[config.mk]
export PLATFORM = sky130hd
export DESIGN_NAME = kfwrl_ctrl
export DESIGN_NICKNAME = d
export VERILOG_FILES = /design/src/kfwrl_pkg.sv /design/src/kfwrl_ctrl.sv
export VERILOG_INCLUDE_DIRS = /design/src /design/src/src
export SDC_FILE = /design/constraint.sdc
export NUM_CORES = 1
export LEC_CHECK = 0
export BUFFER_PORTS_ARGS = -buffer_cell sky130_fd_sc_hd__buf_4
export CORE_MARGIN = 2
export CORE_UTILIZATION = 30
export DETAILED_ROUTE_END_ITERATION = 16
export PLACE_DENSITY_LB_ADDON = 0.1
export SETUP_SLACK_MARGIN = 0.3
export SLEW_MARGIN = 20
export SYNTH_ARGS = -nofsm -noshare
export SYNTH_HDL_FRONTEND = slang
export SYNTH_SLANG_ARGS = --single-unit
[constraint.sdc]
create_clock -name clk -period 4.2 [get_ports clk]
set_input_delay 0.84 -clock clk [delete_from_list [all_inputs] [get_ports clk]]
set_output_delay 0.84 -clock clk [all_outputs]
set_load 0.02 [all_outputs]
[src/keyed_fixed_window_rate_limiter_defines.svh]
// Assertion macros shared by the rate limiter modules.
// Both expect a clock named clk and an active-low reset named arst_n in scope.
`ifndef KEYED_FIXED_WINDOW_RATE_LIMITER_DEFINES_SVH
`define KEYED_FIXED_WINDOW_RATE_LIMITER_DEFINES_SVH

// The consequent must hold in the same cycle as the antecedent.
`define KFWRL_ASSERT_NOW(lbl, ante, cons, msg) \
	lbl: assert property (@(posedge clk) disable iff (!arst_n) (ante) |-> (cons)) \
		else $error(msg);

// The consequent must hold in the cycle after the antecedent.
`define KFWRL_ASSERT_NEXT(lbl, ante, cons, msg) \
	lbl: assert property (@(posedge clk) disable iff (!arst_n) (ante) |=> (cons)) \
		else $error(msg);

`endif

[src/kfwrl_pkg.sv]
`timescale 1ns / 1ps

package kfwrl_pkg;

	localparam int TBL_ENTRIES = 1024;
	localparam int IDX_W       = (TBL_ENTRIES > 1) ? $clog2(TBL_ENTRIES) : 1;
	localparam int CNT_W       = $clog2(TBL_ENTRIES + 1);

	localparam int KEY_W  = 64;
	localparam int TIME_W = 32;
	localparam int RCNT_W = 16;
	localparam int LIM_W  = 16;
	localparam int WIN_W  = 16;

	localparam int PADDR_W = 4;
	localparam int PDATA_W = 32;

	localparam logic [1:0] REG_ENABLE = 2'd0;
	localparam logic [1:0] REG_LIMIT  = 2'd1;
	localparam logic [1:0] REG_WINDOW = 2'd2;

	localparam logic             ENABLE_RST = 1'b1;
	localparam logic [LIM_W-1:0] LIMIT_RST  = 16'd20;
	localparam logic [WIN_W-1:0] WINDOW_RST = 16'd60;

	localparam logic [RCNT_W-1:0] RCNT_MAX = {RCNT_W{1'b1}};

	typedef struct packed {
		logic [KEY_W-1:0]  card_key;
		logic [TIME_W-1:0] now_time;
	} kfwrl_req_t;

	typedef struct packed {
		logic              allowed;
		logic [RCNT_W-1:0] request_count;
	} kfwrl_res_t;

	typedef struct packed {
		logic [KEY_W-1:0]  key;
		logic [TIME_W-1:0] opened_at;
		logic [RCNT_W-1:0] count;
	} kfwrl_entry_t;

	localparam int ENTRY_W = $bits(kfwrl_entry_t);

	typedef struct packed {
		logic             limiter_enable;
		logic [LIM_W-1:0] request_limit;
		logic [WIN_W-1:0] window_length;
	} kfwrl_cfg_t;

	typedef struct packed {
		logic             load;
		logic             bypass;
		logic             rd_en;
		logic [IDX_W-1:0] rd_addr;
		logic             cmp_en;
		logic [IDX_W-1:0] cmp_idx;
		logic             pick;
		logic             commit;
	} kfwrl_cmd_t;

	typedef struct packed {
		logic [CNT_W-1:0] fill;
	} kfwrl_sts_t;

endpackage

[src/kfwrl_ctrl.sv]
`timescale 1ns / 1ps
`include "keyed_fixed_window_rate_limiter_defines.svh"

module kfwrl_ctrl (
	input  logic                  clk,
	input  logic                  arst_n,
	input  logic                  start,
	input  logic                  enable,
	input  kfwrl_pkg::kfwrl_sts_t sts,
	output logic                  busy,
	output kfwrl_pkg::kfwrl_cmd_t cmd
);

	import kfwrl_pkg::*;

	localparam logic [2:0] ST_IDLE   = 3'd0;
	localparam logic [2:0] ST_SCAN   = 3'd1;
	localparam logic [2:0] ST_DRAIN  = 3'd2;
	localparam logic [2:0] ST_PICK   = 3'd3;
	localparam logic [2:0] ST_COMMIT = 3'd4;

	logic [2:0]       state_q;
	logic [2:0]       state_nxt;
	logic [CNT_W-1:0] addr_q;
	logic [CNT_W-1:0] addr_inc;
	logic             cmp_vld_s1;
	logic [IDX_W-1:0] cmp_idx_s1;
	logic             accept;

	assign busy     = (state_q != ST_IDLE);
	assign accept   = start && (state_q == ST_IDLE);
	assign addr_inc = addr_q + CNT_W'(1);

	always_comb begin
		state_nxt = state_q;
		case (state_q)
			ST_IDLE: begin
				if (accept && enable) begin
					state_nxt = (sts.fill == '0) ? ST_PICK : ST_SCAN;
				end
			end
			ST_SCAN: begin
				if (addr_inc == sts.fill) begin
					state_nxt = ST_DRAIN;
				end
			end
			ST_DRAIN:  state_nxt = ST_PICK;
			ST_PICK:   state_nxt = ST_COMMIT;
			ST_COMMIT: state_nxt = ST_IDLE;
			default:   state_nxt = ST_IDLE;
		endcase
	end

	always_comb begin
		cmd         = '0;
		cmd.load    = accept && enable;
		cmd.bypass  = accept && !enable;
		cmd.rd_en   = (state_q == ST_SCAN);
		cmd.rd_addr = addr_q[IDX_W-1:0];
		cmd.cmp_en  = cmp_vld_s1;
		cmd.cmp_idx = cmp_idx_s1;
		cmd.pick    = (state_q == ST_PICK);
		cmd.commit  = (state_q == ST_COMMIT);
	end

	always_ff @(posedge clk or negedge arst_n) begin
		if (!arst_n) begin
			state_q    <= ST_IDLE;
			addr_q     <= '0;
			cmp_vld_s1 <= 1'b0;
			cmp_idx_s1 <= '0;
		end else begin
			state_q <= state_nxt;
			// Read data returns in the cycle after the address, so the index
			// travels alongside it.
			cmp_vld_s1 <= (state_q == ST_SCAN);
			cmp_idx_s1 <= addr_q[IDX_W-1:0];
			if (state_q == ST_SCAN) begin
				addr_q <= addr_inc;
			end else begin
				addr_q <= '0;
			end
		end
	end

	`KFWRL_ASSERT_NOW(a_scan_in_fill, state_q == ST_SCAN, addr_q < sts.fill, "scan past fill")
	`KFWRL_ASSERT_NEXT(a_pick_commit, state_q == ST_PICK, state_q == ST_COMMIT, "pick without commit")

endmodule

# == Yosys cells after proc, flatten, opt, wreduce, memory -nomap -nowiden ==
# Cells that the tools add are included.
# word_totals
reg_bits,25
inputBits,15
output_inout_bits,27
wordCells,25
# op_classes
n_addsub,1
n_eq_ne,7
mux,5
n_reduce_logical,8
# op_table
operator,n
one-hot mux 3 bit (4 select lines),1
"adder 11 x 1 -> 11 bit, second input constant",1
== test 11 bit,1
logical NOT 11 bit,1
2-to-1 mux 11 bit,1
"== test 3 x 2 -> 1 bit, second input constant",2
2-to-1 mux 3 bit,2
"== test 3 x 1 -> 1 bit, second input constant",1
"== test 3 bit, second input constant",1
logical AND 1 bit,3
logical NOT 3 bit,1
nonzero test 3 bit,1
2-to-1 mux 2 bit,1
"!= test 2 x 1 -> 1 bit, second input constant",1
"!= test 2 bit, second input constant",1
AND reduction 2 bit,1
logical NOT 1 bit,1

# == Longest topological paths before layout ==
# Gate-level depths: netlist (run 1).
# depth
ltp_word,5
depth_mapped,7
depth_no_buf,7

# == Least setup slack after synthesis (run 1) ==
# No wires, ideal clock.
# synth_path
path_kind,input-to-reg
start,input port sts[4] in the netlist's numbering
end,register state_q[0]
setup_ns,0.137
arrival_ns,2.114
required_time_ns,4.063
path_slack_ns,1.949
stages,6
n_path_buf,0
cell_sequence,xor2_1 -> xnor2_1 -> a2111o_1 -> a221o_1 -> nor4_2 -> a31oi_1
# synth_between
elab_chain_len,3
# synth_lines
item,line_no,source
start: declaration,kfwrl_ctrl.sv:9,"input kfwrl_pkg::kfwrl_sts_t sts,"
== test 11 bit,kfwrl_ctrl.sv:43,if (addr_inc == sts.fill) begin
!= test 2 x 1 -> 1 bit (no line),-,
AND reduction 2 bit (no line),-,
end signal: assignment,kfwrl_ctrl.sv:73,state_q <= state_nxt;
end: declaration,kfwrl_ctrl.sv:22,logic [2:0] state_q;
# Every way passes these cells.
# A chain may end at the register's enable or synchronous reset.

==> results.py, run 1 <==
metrics = {
    "grt": {
        "grt_start_max_net_pins": 26,
        "grt_util_all_layers_pct": 12.4,
        "total_overflow_reported_by_the_global_router": 0,
        "grt_first_pass_wirelength_mm": 4.31,
        "antenna_found_initial": 0,
        "grt_pass1_vias": 899,
    },
    "sta": {
        "fin_crit_ps": 2420,
        "timing.setup.tns_ps": 0,
        "final_max_slew_viol_count": 0,
        "clock_skew_ps": 6.39,
        "fmax_ghz": 0.413,
        "finalHoldViolCount": 0,
        "setup_repair_after_global_routing_missed_its_margin": "no",
        "tightestPinTransition_ps": 387,
        "relSlewSlack_pct": 74.0,
        "finalCritPeriodShare_pct": 57.6,
        "timing.final.setup_violations": 0,
        "timing.final.ws_setup_ps": 1780,
    },
    "logic_synthesis": {
        "yosys_warnings": 0,
        "post_synth_edffs": 0,
        "post_synth_xor_area_fraction_pct": 13.5,
        "async_flop_share_pct": 100,
        "post_synthesis_compound_gate_area_fraction_pct": 7.43,
        "synth_common_cells": "dfrtp_1 (25), nor2_1 (14), buf_4 (11), xor2_1 (10), xnor2_1 (9)",
        "post-synth-top-area-fraction_pct": 50.9,
        "synth_cells": 113,
        "synth.area.mux_share_pct": 0,
        "post_synth_and_or_nand_nor_area_fraction_pct": 19.5,
        "yosysSeqAreaShare_pct": 50.9,
        "synth_ff_type": "dfrtp_1",
        "synth_largest_area_cell": "dfrtp_1",
        "netlist-cell-type-count": 36,
        "post_synth_instance_area_um2": 1230,
        "cell_types_with_the_largest_area_share_after_synthesis": "dfrtp_1 (51%), xor2_1 (7.1%), buf_4 (6.7%)",
        "synth.net_count": 129,
        "synth_top_family_by_area": "simple AND/OR/NAND/NOR gates",
        "postSynthAreaPerCell_um2": 10.9,
        "ys_seq_elements": 25,
        "synth-adder-area-share_pct": 1.02,
        "synthMostInstantiatedCell": "dfrtp_1",
    },
    "floorplanning": {
        "dieHeight_um": 68.0,
        "initial_standard_cell_utilization_of_the_core_pct": 31.0,
        "fp.dieArea_um2": 4630,
        "floorplan.core_area_um2": 3970,
        "rows": 23,
        "ios": 42,
        "dieWidth_um": 68.0,
    },
    "clock_tree": {
        "clock_insertion_delay_at_the_later_pin_of_the_skew_report_ps": 260,
        "cts_inserted_buffers": 3,
        "root_buffer": "clkbuf_8",
        "cts.repair.resized": 0,
        "hold_buffers": 0,
        "h_tree_depth": 1,
        "clock_sinks": 25,
        "clockBufferDepth": 2,
        "post_cts_buffers": 0,
        "cts.reportedPaths.clkPinSlew_ps": 80,
        "cts_tree": "built",
    },
    "place": {
        "portBuffers": 41,
        "hpwlAfterDp_mm": 2.04,
        "post-place-ws_ps": 1730,
        "globalplace.congestion": 0.791,
    },
    "hold_path": {
        "hold_path_class": "in2async",
    },
    "layout": {
        "fillCellCount": 410,
        "antenna-diode-count": 0,
        "fin_nets": 163,
        "area_growth_pct": 26.8,
        "drive_above_1_share_pct": 34.9,
    },
    "run": {
        "maxCapViolCount": 0,
    },
    "pwr": {
        "leakage_uw": 0.000770,
        "power.density_nw_per_um2": 565,
        "vdd_drop_max_v": 0.000229,
    },
    "drt": {
        "drt_drc_violations_left": 0,
        "detail_route.wirelength_mm": 2.59,
        "detailed_route_via_count": 919,
        "drt-vias-per-instance": 4.69,
        "first_pass_iters": 4,
        "wl_per_cell_um": 13.2,
        "initialDrtViolationCount": 17,
        "ant_nets": 0,
    },
    "critical_path": {
        "r2r-start": "addr_q[0]",
        "data_required_critical_path_ps": 3360,
        "critical_path.endpoint_type": "output pin",
        "worstPathMaxFanout": 11,
        "worstRegToRegCells": 7,
        "worst-r2r-setup-slack_ps": 1800,
        "crit_arrival_ps": 1580,
        "worst_setup_path_start_kind": "flop",
        "r2r_end": "state_q[0]",
        "setup.worst_path.class": "reg2out",
    },
    "outcome": {
        "outcome": "completed",
    },
}
-- how the worst max path moves through the flow --
stage | start | cells after the start | to
6_report | state_q[1] | 4 | cmd[23]
3_3_place_gp | sts[4] | 7 | state_q[0]
5_1_grt | addr_q[0] | 7 | state_q[0]
3_5_place_dp | sts[4] | 7 | state_q[1]
2_1_floorplan | sts[4] | 6 | state_q[0]
4_1_cts | state_q[1] | 4 | cmd[23]
-- state kept, by name, indices dropped and copies added (netlist names) --
signal / count
addr_q: 11
state_q: 3
cmp_idx_s1: 10
cmp_vld_s1: 1
-- cell usage in the layout, fill, tap and decap left out, types with 2 or more instances in the layout --
master / n
buf_4: 41
inv_1: 2
xnor2_1: 9
and3_1: 3
nand2_1: 5
clkbuf_8: 3
nand3_1: 3
dfrtp_1: 25
xor2_1: 10
nor2_1: 14
nor4_1: 2
nor3_1: 3
nand4_1: 2
-- cell type report --
cell class / count / area [um^2] / share of cell area (%)
Inverter: 2 / 7.51 / 0.482
Multi-Input combinational cell: 74 / 510 / 32.7
Timing Repair Buffer: 41 / 308 / 19.7
Tap cell: 50 / 62.6 / 4.01
Sequential cell: 25 / 626 / 40.1
Clock buffer: 4 / 45.0 / 2.89
-- per-layer routing --
metal,up-vias,global-route usage [%],share of wire (%)
met3,2,2.14,5.4
met2,28,18.3,45
met5,-,0,0
met1,442,17.8,49
li1,447,-,-
met4,0,5.25,1.0
-- stage by stage --
step / area [um^2] / utilization [%] / std cells / power [uW] / hold WS (ps)
after global routing: 1560 / 39.3 / 196 / 948 / 476
final: 1560 / 39.3 / 196 / 881 / 466
after CTS: 1560 / 39.3 / 196 / 895 / 470
after global placement: 1510 / 38.1 / 192 / 752 / 442
after floorplan: 1230 / - / 113 / 635 / 412
after detailed placement: 1510 / 38.1 / 192 / 755 / 446
-- power by group --
group | internal [uW] | switching (uW)
Sequential | 303 | 72.7
Combinational | 171 | 197
Clock | 67.6 | 69.3
-- critical path, stage by stage, from the launching register on --
cell      delay [ps]
dfrtp_1          440
nand2b_1         170
or2_2            380
inv_1            160
buf_4            160
-- cell families (layout without fill, tap and decap cells) --
family,count (synthesis),after routing
xor gates and xnor gates,19,19
AOI/OAI and AO/OA,11,11
DFF,25,25
and+or+nand+nor,43,43
adders and majority gates,1,1
buffers and inverters,14,47
Note: power is estimated with default switching activity, not from simulation.
==> run 2: changes to the inputs <==
--- a/config.mk
+++ b/config.mk
@@ -6,6 +6,7 @@
 export SDC_FILE = /design/constraint.sdc
 export NUM_CORES = 1
 export LEC_CHECK = 0
+export ABC_AREA = 1
 export BUFFER_PORTS_ARGS = -buffer_cell sky130_fd_sc_hd__buf_4
 export CORE_MARGIN = 2
 export CORE_UTILIZATION = 30
==> constraint.sdc (replaced) <==
create_clock -name clk -period 2 [get_ports clk]
set_input_delay 0.4 -clock clk [delete_from_list [all_inputs] [get_ports clk]]
set_output_delay 0.4 -clock clk [all_outputs]
set_load 0.02 [all_outputs]
==> results.py, run 2 <==
metrics = {
    "layout": {
        "layout.cells.most_common_list": "nand2_1 (51), buf_4 (51), nor2_1 (24)",
        "area_of_the_multi_input_gates_um2": 607,
        "area_growth_pct": 38.0,
        "largest_register_ffs": 11,
        "drive_above_1_share_pct": 35.6,
        "antenna-diode-count": 0,
        "register_area_um2": 628,
        "fillCellCount": 472,
        "finalInstanceArea_um2": 1850,
        "fin_nets": 242,
        "largest_registers": "addr_q (11), cmp_idx_s1 (10), state_q (3)",
        "finish.cell_count_without_fillers": 277,
        "regMostFlops": "addr_q",
    },
    "place": {
        "portBuffers": 41,
        "post-place-ws_ps": 257,
        "globalplace.congestion": 0.831,
        "dp.cells": 262,
        "hpwlAfterDp_mm": 2.43,
        "placed_cell_area_um2": 1630,
    },
    "hold_path": {
        "hold_path_class": "in2async",
    },
    "clock_tree": {
        "clock_insertion_delay_at_the_later_pin_of_the_skew_report_ps": 280,
        "root_buffer": "clkbuf_8",
        "hold_buffers": 0,
        "clockBufferDepth": 2,
        "h_tree_depth": 1,
        "cts.reportedPaths.clkPinSlew_ps": 90,
        "clock_sinks": 25,
        "cts_tree": "built",
        "cts_inserted_buffers": 3,
    },
    "logic_synthesis": {
        "ys_seq_elements": 25,
        "yosysSeqAreaShare_pct": 46.8,
        "synth_largest_area_cell": "dfrtp_1",
        "synthMostInstantiatedCell": "nand2_1",
        "async_flop_share_pct": 100,
        "cell_types_with_the_largest_area_share_after_synthesis": "dfrtp_1 (47%), nand2_1 (15%), nor2_1 (7.9%)",
        "postSynthAreaPerCell_um2": 7.43,
        "yosys_warnings": 0,
        "synth_cells": 180,
        "post_synth_edffs": 0,
        "netlist-cell-type-count": 24,
        "synth_ff_type": "dfrtp_1",
        "synth.net_count": 196,
        "post_synth_instance_area_um2": 1340,
        "synth_common_cells": "nand2_1 (55), nor2_1 (28), dfrtp_1 (25), inv_1 (24), nand3_1 (13)",
        "post-synth-top-area-fraction_pct": 46.8,
    },
    "grt": {
        "grt_pass1_vias": 1304,
        "antenna_found_initial": 0,
        "grt_util_all_layers_pct": 14.4,
        "grt_start_max_net_pins": 26,
        "total_overflow_reported_by_the_global_router": 0,
        "grt_first_pass_wirelength_mm": 5.69,
    },
    "sta": {
        "tightestPinTransition_ps": 423,
        "finalCritPeriodShare_pct": 88.7,
        "timing.final.ws_setup_ps": 226,
        "fin_crit_ps": 1770,
        "timing.final.setup_violations": 0,
        "finalHoldViolCount": 0,
        "setup_repair_after_global_routing_missed_its_margin": "yes",
        "fmax_ghz": 0.564,
        "timing.setup.tns_ps": 0,
        "relSlewSlack_pct": 71.8,
        "clock_skew_ps": 1.71,
        "final_max_slew_viol_count": 0,
    },
    "drt": {
        "drt-vias-per-instance": 4.48,
        "wl_per_cell_um": 12.3,
        "route.met2.wl_mm": 1.77,
        "first_pass_iters": 4,
        "wirelength_met1_mm": 1.40,
        "detailroute.wirelength.met3_um": 172,
        "ant_nets": 0,
        "topRoutingLayerUsed": "met4",
        "detail_route.wirelength_mm": 3.41,
        "detailed_route_via_count": 1241,
        "initialDrtViolationCount": 51,
        "drt_drc_violations_left": 0,
    },
    "critical_path": {
        "worstPathMaxFanout": 3,
        "crit_arrival_ps": 1370,
        "worst_setup_path_start_kind": "flop",
        "data_required_critical_path_ps": 1600,
        "setup.worst_path.class": "reg2out",
        "critical_path.endpoint_type": "output pin",
    },
    "floorplanning": {
        "ios": 42,
        "fp.dieArea_um2": 5010,
        "floorplan.core_area_um2": 4320,
        "dieHeight_um": 70.8,
        "rows": 24,
        "initial_standard_cell_utilization_of_the_core_pct": 30.9,
        "dieWidth_um": 70.8,
    },
    "outcome": {
        "outcome": "completed",
    },
    "pwr": {
        "vdd_drop_max_v": 0.000602,
        "report.power.total_uw": 1800,
        "leakage_uw": 0.000996,
        "power.density_nw_per_um2": 977,
    },
    "run": {
        "maxCapViolCount": 0,
    },
}
[run 2: report_power, final]
group	internal, uW	switching, uW	total (uW)
sequential	572	51.6	623
clock	140	174	314
combinational	413	452	866
[run 2: area by class of cell]
cell class	count	share of cell area, %
well taps	52	3.53
clock inverters	1	0.271
multi-input cells	118	32.9
clock buffers	3	2.24
flip-flops and latches	25	34.0
repair buffers	53	22.0
inverters	25	5.08
[run 2: through the flow]
| stage | hold WS, ps | util, % |
|---|---|---|
| after CTS | 17.9 | 40.5 |
| after global placement | 330 | 37.7 |
| after floorplan | 104 | - |
| after global routing | 30.0 | 42.7 |
| after detailed placement | 331 | 37.7 |
| final | 15.4 | 42.7 |
[run 2: cells by family (layout without fill, tap and decap cells)]
family	after synthesis	in the layout	synth area share [%]
AOI/OAI and AO/OA	7	7	3.46
xor gates and xnor gates	1	1	0.655
adders and majority gates	1	1	0.935
buffers and inverters	37	82	13.5
DFF	25	25	46.8
and+or+nand+nor	109	109	34.7
[run 2: path summary, 6_finish.rpt]
path	from	end	slack, ps	depth (start not counted)
max	state_q[0]	cmd[24]	230	5
max reg2reg	addr_q[1]	state_q[1]	310	13
min in group clk	addr_q[9]	cmp_idx_s1[9]	460	0
min reg2reg	addr_q[9]	cmp_idx_s1[9]	460	0
min	arst_n	cmp_idx_s1[3]	20	1
max in group asynchronous	arst_n	addr_q[2]	1720	1
[run 2: repair_timing]
action	4_1_cts	5_1_grt
resized for setup	11	14
endpoints found under the setup margin	6	6
buffers inserted	4	7
pin swaps	3	6
hold endpoints to repair	0	0
[run 2: worst max-delay path: stages (launching register included)]
cell and delay, ps:
dfrtp_1 390, or2_4 270, nor2_4 100, nand2_2 80, nor2_1 100, buf_4 150
[run 2: metal layers]
metal	global-route usage, %	up-vias
met4	7.13	0
met1	17.4	571
met2	24.1	32
li1	-	630
met5	0	-
met3	3.28	8
