### config.mk
export PLATFORM = sky130hd
export DESIGN_NAME = kfwrl_regs
export DESIGN_NICKNAME = d
export VERILOG_FILES = /design/src/keyed_fixed_window_rate_limiter_defines.svh /design/src/kfwrl_pkg.sv /design/src/kfwrl_regs.sv
export SDC_FILE = /design/constraint.sdc
export NUM_CORES = 1
export LEC_CHECK = 0
export ABC_AREA = 1
export BUFFER_PORTS_ARGS = -buffer_cell sky130_fd_sc_hd__buf_2
export CORE_UTILIZATION = 43
export DETAILED_ROUTE_END_ITERATION = 8
export PLACE_DENSITY = 0.8
export SLEW_MARGIN = 40
export SYNTH_ARGS = -nofsm -noshare
export SYNTH_HDL_FRONTEND = slang
export SYNTH_SLANG_ARGS = --single-unit
### constraint.sdc
create_clock -name clk -period 2.2 [get_ports clk]
set_clock_uncertainty 0.1 [all_clocks]
set_input_delay 0.11 -clock clk [delete_from_list [all_inputs] [get_ports clk]]
set_output_delay 0.11 -clock clk [all_outputs]
set_load 0.01 [all_outputs]
### src/keyed_fixed_window_rate_limiter_defines.svh
// Assertion macros shared by the rate limiter modules.
// Both expect a clock named clk and an active-low reset named arst_n in scope.
`ifndef KEYED_FIXED_WINDOW_RATE_LIMITER_DEFINES_SVH
`define KEYED_FIXED_WINDOW_RATE_LIMITER_DEFINES_SVH

// The consequent must hold in the same cycle as the antecedent.
`define KFWRL_ASSERT_NOW(lbl, ante, cons, msg) \
	lbl: assert property (@(posedge clk) disable iff (!arst_n) (ante) |-> (cons)) \
		else $error(msg);

// The consequent must hold in the cycle after the antecedent.
`define KFWRL_ASSERT_NEXT(lbl, ante, cons, msg) \
	lbl: assert property (@(posedge clk) disable iff (!arst_n) (ante) |=> (cons)) \
		else $error(msg);

`endif

### src/kfwrl_pkg.sv
`timescale 1ns / 1ps

package kfwrl_pkg;

	localparam int TBL_ENTRIES = 1024;
	localparam int IDX_W       = (TBL_ENTRIES > 1) ? $clog2(TBL_ENTRIES) : 1;
	localparam int CNT_W       = $clog2(TBL_ENTRIES + 1);

	localparam int KEY_W  = 64;
	localparam int TIME_W = 32;
	localparam int RCNT_W = 16;
	localparam int LIM_W  = 16;
	localparam int WIN_W  = 16;

	localparam int PADDR_W = 4;
	localparam int PDATA_W = 32;

	localparam logic [1:0] REG_ENABLE = 2'd0;
	localparam logic [1:0] REG_LIMIT  = 2'd1;
	localparam logic [1:0] REG_WINDOW = 2'd2;

	localparam logic             ENABLE_RST = 1'b1;
	localparam logic [LIM_W-1:0] LIMIT_RST  = 16'd20;
	localparam logic [WIN_W-1:0] WINDOW_RST = 16'd60;

	localparam logic [RCNT_W-1:0] RCNT_MAX = {RCNT_W{1'b1}};

	typedef struct packed {
		logic [KEY_W-1:0]  card_key;
		logic [TIME_W-1:0] now_time;
	} kfwrl_req_t;

	typedef struct packed {
		logic              allowed;
		logic [RCNT_W-1:0] request_count;
	} kfwrl_res_t;

	typedef struct packed {
		logic [KEY_W-1:0]  key;
		logic [TIME_W-1:0] opened_at;
		logic [RCNT_W-1:0] count;
	} kfwrl_entry_t;

	localparam int ENTRY_W = $bits(kfwrl_entry_t);

	typedef struct packed {
		logic             limiter_enable;
		logic [LIM_W-1:0] request_limit;
		logic [WIN_W-1:0] window_length;
	} kfwrl_cfg_t;

	typedef struct packed {
		logic             load;
		logic             bypass;
		logic             rd_en;
		logic [IDX_W-1:0] rd_addr;
		logic             cmp_en;
		logic [IDX_W-1:0] cmp_idx;
		logic             pick;
		logic             commit;
	} kfwrl_cmd_t;

	typedef struct packed {
		logic [CNT_W-1:0] fill;
	} kfwrl_sts_t;

endpackage

### src/kfwrl_regs.sv
`timescale 1ns / 1ps

module kfwrl_regs (
	input  logic                               clk,
	input  logic                               arst_n,
	input  logic                               psel,
	input  logic                               penable,
	input  logic                               pwrite,
	input  logic [kfwrl_pkg::PADDR_W-1:0]      paddr,
	input  logic [kfwrl_pkg::PDATA_W-1:0]      pwdata,
	output logic [kfwrl_pkg::PDATA_W-1:0]      prdata,
	output logic                               pready,
	output kfwrl_pkg::kfwrl_cfg_t              cfg
);

	import kfwrl_pkg::*;

	kfwrl_cfg_t cfg_q;
	logic       wr_en;
	logic [1:0] reg_idx;

	assign pready  = 1'b1;
	assign reg_idx = paddr[3:2];
	assign wr_en   = psel & penable & pwrite & pready;
	assign cfg     = cfg_q;

	always_ff @(posedge clk or negedge arst_n) begin
		if (!arst_n) begin
			cfg_q.limiter_enable <= ENABLE_RST;
			cfg_q.request_limit  <= LIMIT_RST;
			cfg_q.window_length  <= WINDOW_RST;
		end else if (wr_en) begin
			case (reg_idx)
				REG_ENABLE: cfg_q.limiter_enable <= pwdata[0];
				REG_LIMIT:  cfg_q.request_limit  <= pwdata[LIM_W-1:0];
				REG_WINDOW: cfg_q.window_length  <= pwdata[WIN_W-1:0];
				default: ;
			endcase
		end
	end

	always_comb begin
		prdata = '0;
		case (reg_idx)
			REG_ENABLE: prdata[0]         = cfg_q.limiter_enable;
			REG_LIMIT:  prdata[LIM_W-1:0] = cfg_q.request_limit;
			REG_WINDOW: prdata[WIN_W-1:0] = cfg_q.window_length;
			default:    prdata            = '0;
		endcase
	end

endmodule

[Yosys cells after proc, flatten, opt, wreduce, memory -nomap -nowiden]
Index checks and enable logic that the tools add are counted.
Cells by class
  eq/ne operators: 2
  bitwise operators: 2
  muxes and demuxes: 2
  reduce and logical (&&, ||, !) cells: 4
Operators with widths (number)
  15-bit one-hot mux with 2 select lines: 1
  2-bit AND reduction: 3
  1-bit one-hot mux with 3 select lines: 1
  1-bit AND: 2
  2-bit by 1-bit equality test with 1-bit output (second input constant): 1
  2-bit equality test (second input constant): 1
  2-bit logical NOT: 1
Word-level totals
  flip-flop bits (word level): 33
  output and inout bits: 66
  bits of input ports: 41

[Longest topological paths before layout]
Gate-level depths: netlist (run 1).
  depth in word-level cells: 3
  depth in mapped cells: 7

[Worst setup path after synthesis (run 1)]
No wires, ideal clock.
  kind: in2out
  start: in paddr[2] (netlist bit)
  end: out prdata[10] (netlist bit)
  data arrival time: 0.949 ns
  stages on the path: 5
  path slack: 1.041 ns
  path through: inv_1 ha_1 inv_1 buf_1 a21oi_1
On the way
  longest elaborated chain between the ends: 2
  elaborated cells between the ends (all ways): 3
  classes of those cells: 2 x eq/ne; 1 x mux
Ends and longest elaborated chain
  start: declaration: RTL line kfwrl_regs.sv:9  | input logic [kfwrl_pkg::PADDR_W-1:0] paddr,
  2-bit equality test / 2-bit by 1-bit equality test with 1-bit output (equally long branches): RTL line kfwrl_regs.sv:44  | case (reg_idx)
  15-bit one-hot mux with 2 select lines (*): RTL line kfwrl_regs.sv:44
  end: declaration: RTL line kfwrl_regs.sv:11  | output logic [kfwrl_pkg::PDATA_W-1:0] prdata,
Mark *: on every way between the ends. The rest lies on a longest branch, timed or not.

[Worst setup path in the final report (run 1)]
  start: in paddr[3] (netlist bit)
  end: out prdata[6] (netlist bit)
The elaborated chain is that of the path after synthesis.

==> run metrics, run 1 <==
DR iter-0 viols 62; Final ANT Viol Nets 0; clk sinks 33; fin util 62.4%; Routed WL 4460 um; Hold Path Stages 4; xor-xnor portion of the synthesized cell area 0%; I/O Pins 107; max reg flops 33; clk slew on worst S/H paths 70 ps; Chip Width 66.3 um; simple-gate share of the synthesized area 32.7%; Crit path top cell by count buf_2; initial core utilization 46.7%; pin count of the biggest net entering global routing 34; IO buf count 71; static leakage 1.35 nW; CP arrival 1350 ps; vias in the first global route 1636; share of the synthesized area in the top cell type 36.6%; post-DR vias/cell 4.84; Post-DP Area 2100 um2; DRT Pass-1 Iters 4; std cell rows 22; Buf/Inv on CP 4; # setup viols final 0; Max Slew Vio Count 0; routed length per placed instance 12.2 um; PD cells 776 nW/um2; WP data required 1990 ps; final worst path period share 71.0%; Setup WS pre-CTS 526 ps; first-pass GRT wire length 7420 um; Seq/Total Area, Yosys 47.0%; Critical Path, Cell by Cell buf_2 > inv_1 > ha_1 > buf_4 > nand2_1 > a21oi_1 > buf_2; Synth Area in Compound Gates 4.23%; adder-cell area share of the yosys netlist 3.52%; post-route cell area 2370 um2; Slew headroom 51.6%; worst-path fanout max 13; grt total ovfl 0; hold path start pwrite; # diodes 0; Synth area leader dfrtp_1; cell count after synthesis 230; startpoint types input port; Mapped Area 1780 um2; htree depth 2; Worst path slowest cell ha_1; initial antenna violation count 0; CTS tree done; overall routing resource usage 22.6%; Fmax achieved 640 MHz; run status completed; largest family of logic cells by synthesized area simple AND/OR/NAND/NOR gates; Final Hold Vio Count 0; dominant cells by area after synthesis dfrtp_1 (37%), nand2_1 (21%), dfstp_2 (10%); synthesized area per cell 7.72 um2; Die ar. 4390 um2; Die Ht 66.3 um; post-synthesis mux area share 0%; # DRC 0; CTS resizes 0; Root Driver clkbuf_8; via count 1767; layout cell share with drive strength beyond 1 29.7%; Worst-Skew Late Latency 280 ps; Critical Path End Type primary output; Synth warnings 0; WS Path Type in2out; unrepaired setup endpoints after global routing false; max cap viols 0; area grow syn2layout 33.5%; Final nets 362; number of synthesized register bits 33; Final min period 1560 ps; Post-DP HPWL 2920 um; leading cell type in the layout, fill and taps excluded nand2_1; flop-to-flop setup slack 1380 ps; fin worst setup slack 638 ps; Least-Margin Pin Slew 726 ps; CTS buffer count 5; worst hold path class in2reg; core area 3800 um2; post-synth cell types 15; FF-to-FF End cfg[5]$_DFFE_PN1P_; commonest cells after routing, fill and taps aside nand2_1 (101), buf_2 (71), nand3_1 (34); CP Launch Point paddr[3]; worst r2r path cells 2; Post-Route Setup TNS 0 ps; launch point of the worst reg-to-reg path cfg[5]$_DFFE_PN1P_; Final GP Congestion 0.752; worst hold path endpoint cfg[32]$_DFFE_PN1P_; clk buf depth 2; Peak supply drop 0.413 mV; Design Power 0.00184 W; CP delay by family, top buffers and inverters; Slowest Stage Delay on Critical Path 390 ps
tightest hold or removal path: stages:
cell     delay (ps)
buf_2           120
nand4_1         110
nand2_1          70
nand2_1          40
cells by family (layout without fill, tap and decap cells):
logic type      count (synthesis)  after routing
simple gates                  139            139
buf+inv                        36            108
flops                          33             33
compound gates                 15             15
fa+ha+maj                       5              5
other cells                     2             17
cells in the mapped netlist, drive strengths merged:
cell type / instances
conb: 2
inv: 6
dfrtp: 26
nand2: 101
ha: 5
clkbuf: 4
buf: 26
dfstp: 7
nor2: 1
nand4: 3
a21oi: 15
nand3: 34
where the power goes:
part           switching (W)  internal [W]  total (W)
sequential         0.0000998      0.000751   0.000851
clock               0.000219      0.000283   0.000502
combinational       0.000282      0.000204   0.000486
metrics by stage:
step                std cells  hold WS (ps)
global route              365          71.6
floorplan                 245          -286
finish                    365          71.0
global placement          340           107
detailed placement        340           115
CTS                       365          46.9
metal layers:
layer  routed length (um)  vias up  GRT usage (%)
met2                 2190       75           39.0
li1                     -      868              -
met4                   57        0           7.18
met1                 1940      820           27.6
met5                    0        -              0
met3                  270        4           5.34
final cells by class:
class | count | area (um2)
Clock buffer | 7 | 96.3
Timing Repair Buffer | 94 | 571
Sequential cell | 33 | 835
Clock inverter | 1 | 5.00
Fill cell | 339 | 1430
Multi-Input combinational cell | 176 | 782
Tap cell | 48 | 60.1
Inverter | 6 | 22.5
repair_timing:
action / CTS / global route
hold endpoints to repair: 59 / 0
setup buffers: 0 / 0
hold buffers: 17 / 0
worst max path at each step:
stage	slack [ps]	to	cells after the start
6_report	640	prdata[6]	7
5_1_grt	500	prdata[8]	7
4_1_cts	670	prdata[0]	9
3_3_place_gp	540	cfg[16]$_DFFE_PN0P_	6
3_5_place_dp	530	cfg[28]$_DFFE_PN0P_	6
2_1_floorplan	1040	prdata[10]	5
Note: power is estimated with default switching activity, not from simulation.
==> run 2: changes to the inputs <==
CORE_UTILIZATION = 39   (was 43)
PLACE_DENSITY = 0.76   (was 0.8)
clock period = 1.4 ns   (was 2.2 ns; I/O delays follow)
==> run 2 against run 1 <==
Against the previous run: critical path type unchanged; worst hold slack worse by 56 ps; setup slack worse by 530 ps; routed wire length is 1.5% lower; core utilization is 6.0 points lower; highest routed layer unchanged.
==> run metrics, run 2 (synthesis results as in run 1) <==
Final ANT Viol Nets 0 (unchanged); # diodes 0 (unchanged); Max Slew Vio Count 0 (unchanged); startpoint types input port; first-pass GRT wire length 7380 um (-0.65%); routed length per placed instance 11.7 um (-3.9%); Setup WS pre-CTS 8.52 ps (-518 ps); run status completed; worst r2r path cells 2 (unchanged); routing usage on met3 3.92% (-1.4 points); Peak supply drop 0.475 mV (+15%); met2 GRT Util 32.4% (-6.7 points); Routed WL 4390 um (-1.5%); non-filler cells, final 374 (+2.5%); Filler cells 410 (+21%); grt total ovfl 0 (unchanged); clk sinks 33 (unchanged); CP Launch Point paddr[3]; Die ar. 4830 um2 (+9.9%); unrepaired setup endpoints after global routing true; Critical Path End prdata[11]; Worst-Skew Late Latency 270 ps (about the same); std cell rows 24 (+9.1%); IO buf count 71 (unchanged); busiest grt layer met2; post-DR vias/cell 4.69 (-3.1%); clk slew on worst S/H paths 60 ps (about the same); Fmax achieved 772 MHz; DRT Pass-1 Iters 5 (+1); WS Path Type in2out; max cap viols 0 (unchanged); worst hold path class in2reg; leading cell type in the layout, fill and taps excluded nand2_1; commonest cells after routing, fill and taps aside nand2_1 (101), buf_2 (71), nand3_1 (34); Final GP Congestion 0.693 (-7.8%); Post-DP HPWL 2960 um (+1.2%); launch point of the worst reg-to-reg path cfg[2]$_DFFE_PN1P_; Placed Cells 347 (+2.1%); post-route cell area 2460 um2 (+3.7%); # setup viols final 0 (unchanged); flop-to-flop setup slack 580 ps (-800 ps); met1 GRT Util 24.1% (-3.5 points); Root Driver clkbuf_8; Design Power 0.00281 W (+53%); Final Hold Vio Count 0 (unchanged); footprint of the multi-input gates 791 um2 (+1.1%); WP data required 1230 ps (-760 ps); CTS buffer count 5 (unchanged); via count 1755 (-0.68%); Die Ht 69.5 um (+4.9%); CTS tree done; initial core utilization 40.8% (-6.0 points); initial antenna violation count 0 (unchanged); static leakage 1.37 nW (+1.4%); pin count of the biggest net entering global routing 23 (-32%); worst-path fanout max 15 (+2); fin worst setup slack 105 ps (-534 ps); Final min period 1300 ps; Final nets 367 (+1.4%); Critical Path End Type primary output; PD cells 1140 nW/um2 (+47%); clk buf depth 2 (unchanged); storage element area 835 um2 (unchanged); htree depth 2 (unchanged); vias in the first global route 1612 (-1.5%); area grow syn2layout 38.5%; overall routing resource usage 19.0% (-3.6 points); final worst path period share 92.5%; CP arrival 1130 ps (-220 ps); DR iter-0 viols 92 (+48%); I/O Pins 107 (unchanged); Chip Width 69.5 um (+4.9%); layout cell share with drive strength beyond 1 31.1% (+1.4 points); max reg flops 33 (unchanged); FF-to-FF End cfg[2]$_DFFE_PN1P_; # DRC 0 (unchanged); core area 4350 um2 (+15%); Post-DP Area 2160 um2 (+3.1%)
[run 2: changes by cell type in the layout (fill, tap and decap cells not counted), sizes merged]
cell	before	now
buf	77	81
clkinvlp	0	1
dlygate4sd3	17	18
inv	6	5
[run 2: area by class of cell]
cell class | count | area share, %
Timing Repair Buffer | 99 | 26.9
Inverter | 6 | 1.07
Sequential cell | 33 | 33.9
Clock inverter | 1 | 0.204
Multi-Input combinational cell | 176 | 32.2
Tap cell | 52 | 2.65
Clock buffer | 7 | 3.10
[run 2: power by group]
group	switching [W]	internal, W
combinational	0.000456	0.000354
sequential	0.000153	0.00118
clock	0.000315	0.000348
total	0.000924	0.00188
[run 2: worst max-delay path, cell delays in order]
cell	delay [ps]
buf_2	120
inv_1	80
ha_1	310
clkinvlp_4	100
buf_12	150
a21oi_1	130
buf_2	150
[run 2: what timing repair did]
item	CTS	global route
hold buffers	18	0
endpoints found under the setup margin	0	16
endpoints found under the hold margin	60	0
resized for setup	0	4
setup buffers	0	1
[run 2: how the worst min path moves through the flow]
| stage | cells past startpoint | to | slack [ps] | startpoint |
|---|---|---|---|---|
| after floorplan | 0 | cfg[0]$_DFFE_PN0P_ | -330 | arst_n |
| after global placement | 1 | cfg[31]$_DFFE_PN0P_ | -90 | arst_n |
| after detailed placement | 1 | cfg[31]$_DFFE_PN0P_ | -80 | arst_n |
| after CTS | 4 | cfg[32]$_DFFE_PN1P_ | 4 | psel |
| after global routing | 4 | cfg[32]$_DFFE_PN1P_ | 40 | psel |
| final | 4 | cfg[32]$_DFFE_PN1P_ | 20 | psel |
[run 2: stage by stage]
stage | hold WS (ps) | utilization (%) | TNS (ps)
6_report | 15.3 | 56.5 | 0
5_1_grt | 38.8 | 56.5 | -0.0347
4_1_cts | 3.63 | 55.7 | 0
3_5_place_dp | -78.1 | 49.7 | 0
3_3_place_gp | -85.5 | 49.7 | 0
2_1_floorplan | -326 | - | 0
[run 2: layer usage]
layer	wire, um	vias up	share of wire [%]
met4	19	0	0.43
li1	-	878	-
met1	1890	808	43
met5	0	-	0
met3	223	2	5.1
met2	2250	67	51
==> run 3: changes to the inputs <==
MAX_ROUTING_LAYER = met4   (was default)
==> run 3 against run 2 <==
Against the previous run: first-iteration DRC count up 3.3%; worst hold slack worse by 1.2 ps; setup slack worse by 6.5 ps; sequential share of layout area unchanged; critical path type unchanged; cell count unchanged; critical path depth unchanged; critical endpoint unchanged; combinational power about the same.
==> run metrics, run 3 (synthesis results as in run 1) <==
# DRC 0 (unchanged); CP arrival 1130 ps (about the same); DRT Pass-1 Iters 5 (unchanged); Placed Cells 347 (unchanged); Post-DP Area 2160 um2 (unchanged); worst hold path endpoint cfg[32]$_DFFE_PN1P_; Die ar. 4830 um2 (unchanged); post-route cell area 2460 um2 (unchanged); htree depth 2 (unchanged); Die Ht 69.5 um (unchanged); # setup viols final 0 (unchanged); clk sinks 33 (unchanged); grt total ovfl 0 (unchanged); first-pass GRT wire length 7380 um (about the same); clk slew on worst S/H paths 60 ps (about the same); Final min period 1300 ps (+6.52 ps); Final nets 367 (unchanged); run status completed; IO buf count 71 (unchanged); std cell rows 24 (unchanged); PD cells 1140 nW/um2 (+0.14%); worst-path fanout max 15 (unchanged); Top Metal Used met4; Peak supply drop 0.475 mV (about the same); WL met2 2220 um (-1.5%); non-filler cells, final 374 (unchanged); max reg flops 33 (unchanged); Fmax achieved 768 MHz (-0.50%); launch point of the worst reg-to-reg path cfg[2]$_DFFE_PN1P_; flop-to-flop setup slack 570 ps (about the same); post-DR vias/cell 4.68 (-0.34%); DR WL met3 202 um (-9.4%); initial antenna violation count 0 (unchanged); Final GP Congestion 0.701 (+1.1%); commonest cells after routing, fill and taps aside nand2_1 (101), buf_2 (71), nand3_1 (34); Root Driver clkbuf_8; worst hold path class in2reg; Max Slew Vio Count 0 (unchanged); area grow syn2layout 38.5% (unchanged); worst r2r path cells 2 (unchanged); Hold Path Stages 4 (unchanged); unrepaired setup endpoints after global routing true; WS Path Type in2out; routed length per placed instance 11.7 um (+0.18%); I/O Pins 107 (unchanged); initial core utilization 40.8% (unchanged); WP data required 1230 ps (about the same); Final ANT Viol Nets 0 (unchanged); leading cell type in the layout, fill and taps excluded nand2_1; core area 4350 um2 (unchanged); Final Hold Vio Count 0 (unchanged); via count 1749 (-0.34%); vias in the first global route 1611 (-0.062%); clk buf depth 2 (unchanged); max cap viols 0 (unchanged); CTS buffer count 5 (unchanged); final worst path period share 93.0% (+0.47 points); # diodes 0 (unchanged); Routed WL 4390 um (+0.18%); FF-to-FF End cfg[2]$_DFFE_PN1P_; layout cell share with drive strength beyond 1 31.1% (unchanged); Critical Path End Type primary output; CTS tree done; Worst-Skew Late Latency 270 ps (about the same); static leakage 1.37 nW (unchanged); pin count of the biggest net entering global routing 23 (unchanged); DR iter-0 viols 95 (+3.3%); Post-DP HPWL 2960 um (unchanged); WL met1 1930 um (+2.0%); Chip Width 69.5 um (unchanged); startpoint types input port; overall routing resource usage 19.5% (+0.55 points); Post-Route Setup TNS 0 ps (unchanged); hold path start psel
[run 3: layout make-up]
type,instances,area (um2)
Clock inverter,1,5.00
Clock buffer,7,76.3
Timing Repair Buffer,99,661
Sequential cell,33,835
Fill cell,410,1900
Tap cell,52,65.1
Inverter,6,26.3
Multi-Input combinational cell,176,791
[run 3: worst max path at each step]
stage / startpoint / to / cells after the start
6_report: paddr[3] / prdata[11] / 7
5_1_grt: cfg[32]$_DFFE_PN1P_ / prdata[0] / 5
3_3_place_gp: paddr[2] / prdata[8] / 6
2_1_floorplan: paddr[2] / prdata[10] / 5
4_1_cts: paddr[2] / prdata[11] / 6
3_5_place_dp: paddr[2] / prdata[11] / 6
[run 3: power breakdown]
part | switching (W) | internal [W] | leakage [nW] | total, W
clock network | 0.000319 | 0.000348 | 0.0422 | 0.000667
registers | 0.000153 | 0.00118 | 0.404 | 0.00133
logic | 0.000457 | 0.000354 | 0.920 | 0.000810
[run 3: stage by stage]
stage / hold slack, ps / power, W / util [%] / worst slack (ps)
after floorplan: -326 / 0.00175 / - / 321
after global placement: -85.5 / 0.00208 / 49.7 / 35.0
after detailed placement: -78.1 / 0.00210 / 49.7 / 8.52
after global routing: 38.8 / 0.00298 / 56.5 / -0.0347
final: 14.0 / 0.00281 / 56.5 / 98.1
after CTS: 3.63 / 0.00281 / 55.7 / 6.49
[run 3: timing repair]
item                                    in CTS  in global routing
endpoints found under the hold margin       60                  0
resized for setup                            0                  4
hold buffers                                18                  0
endpoints found under the setup margin       0                 16
buffers inserted                             0                  1
[run 3: per-layer routing]
layer  global-route usage (%)  up-vias
li1                         -      879
met1                     24.1      804
met2                     32.4       61
met3                     3.78        5
met4                     6.12        0
met5                        -        -
[run 3: worst max-delay path, cell delays in order]
cell and delay, ps:
buf_2 120, inv_1 80, ha_1 310, clkinvlp_4 100, buf_12 150, a21oi_1 140, buf_2 150
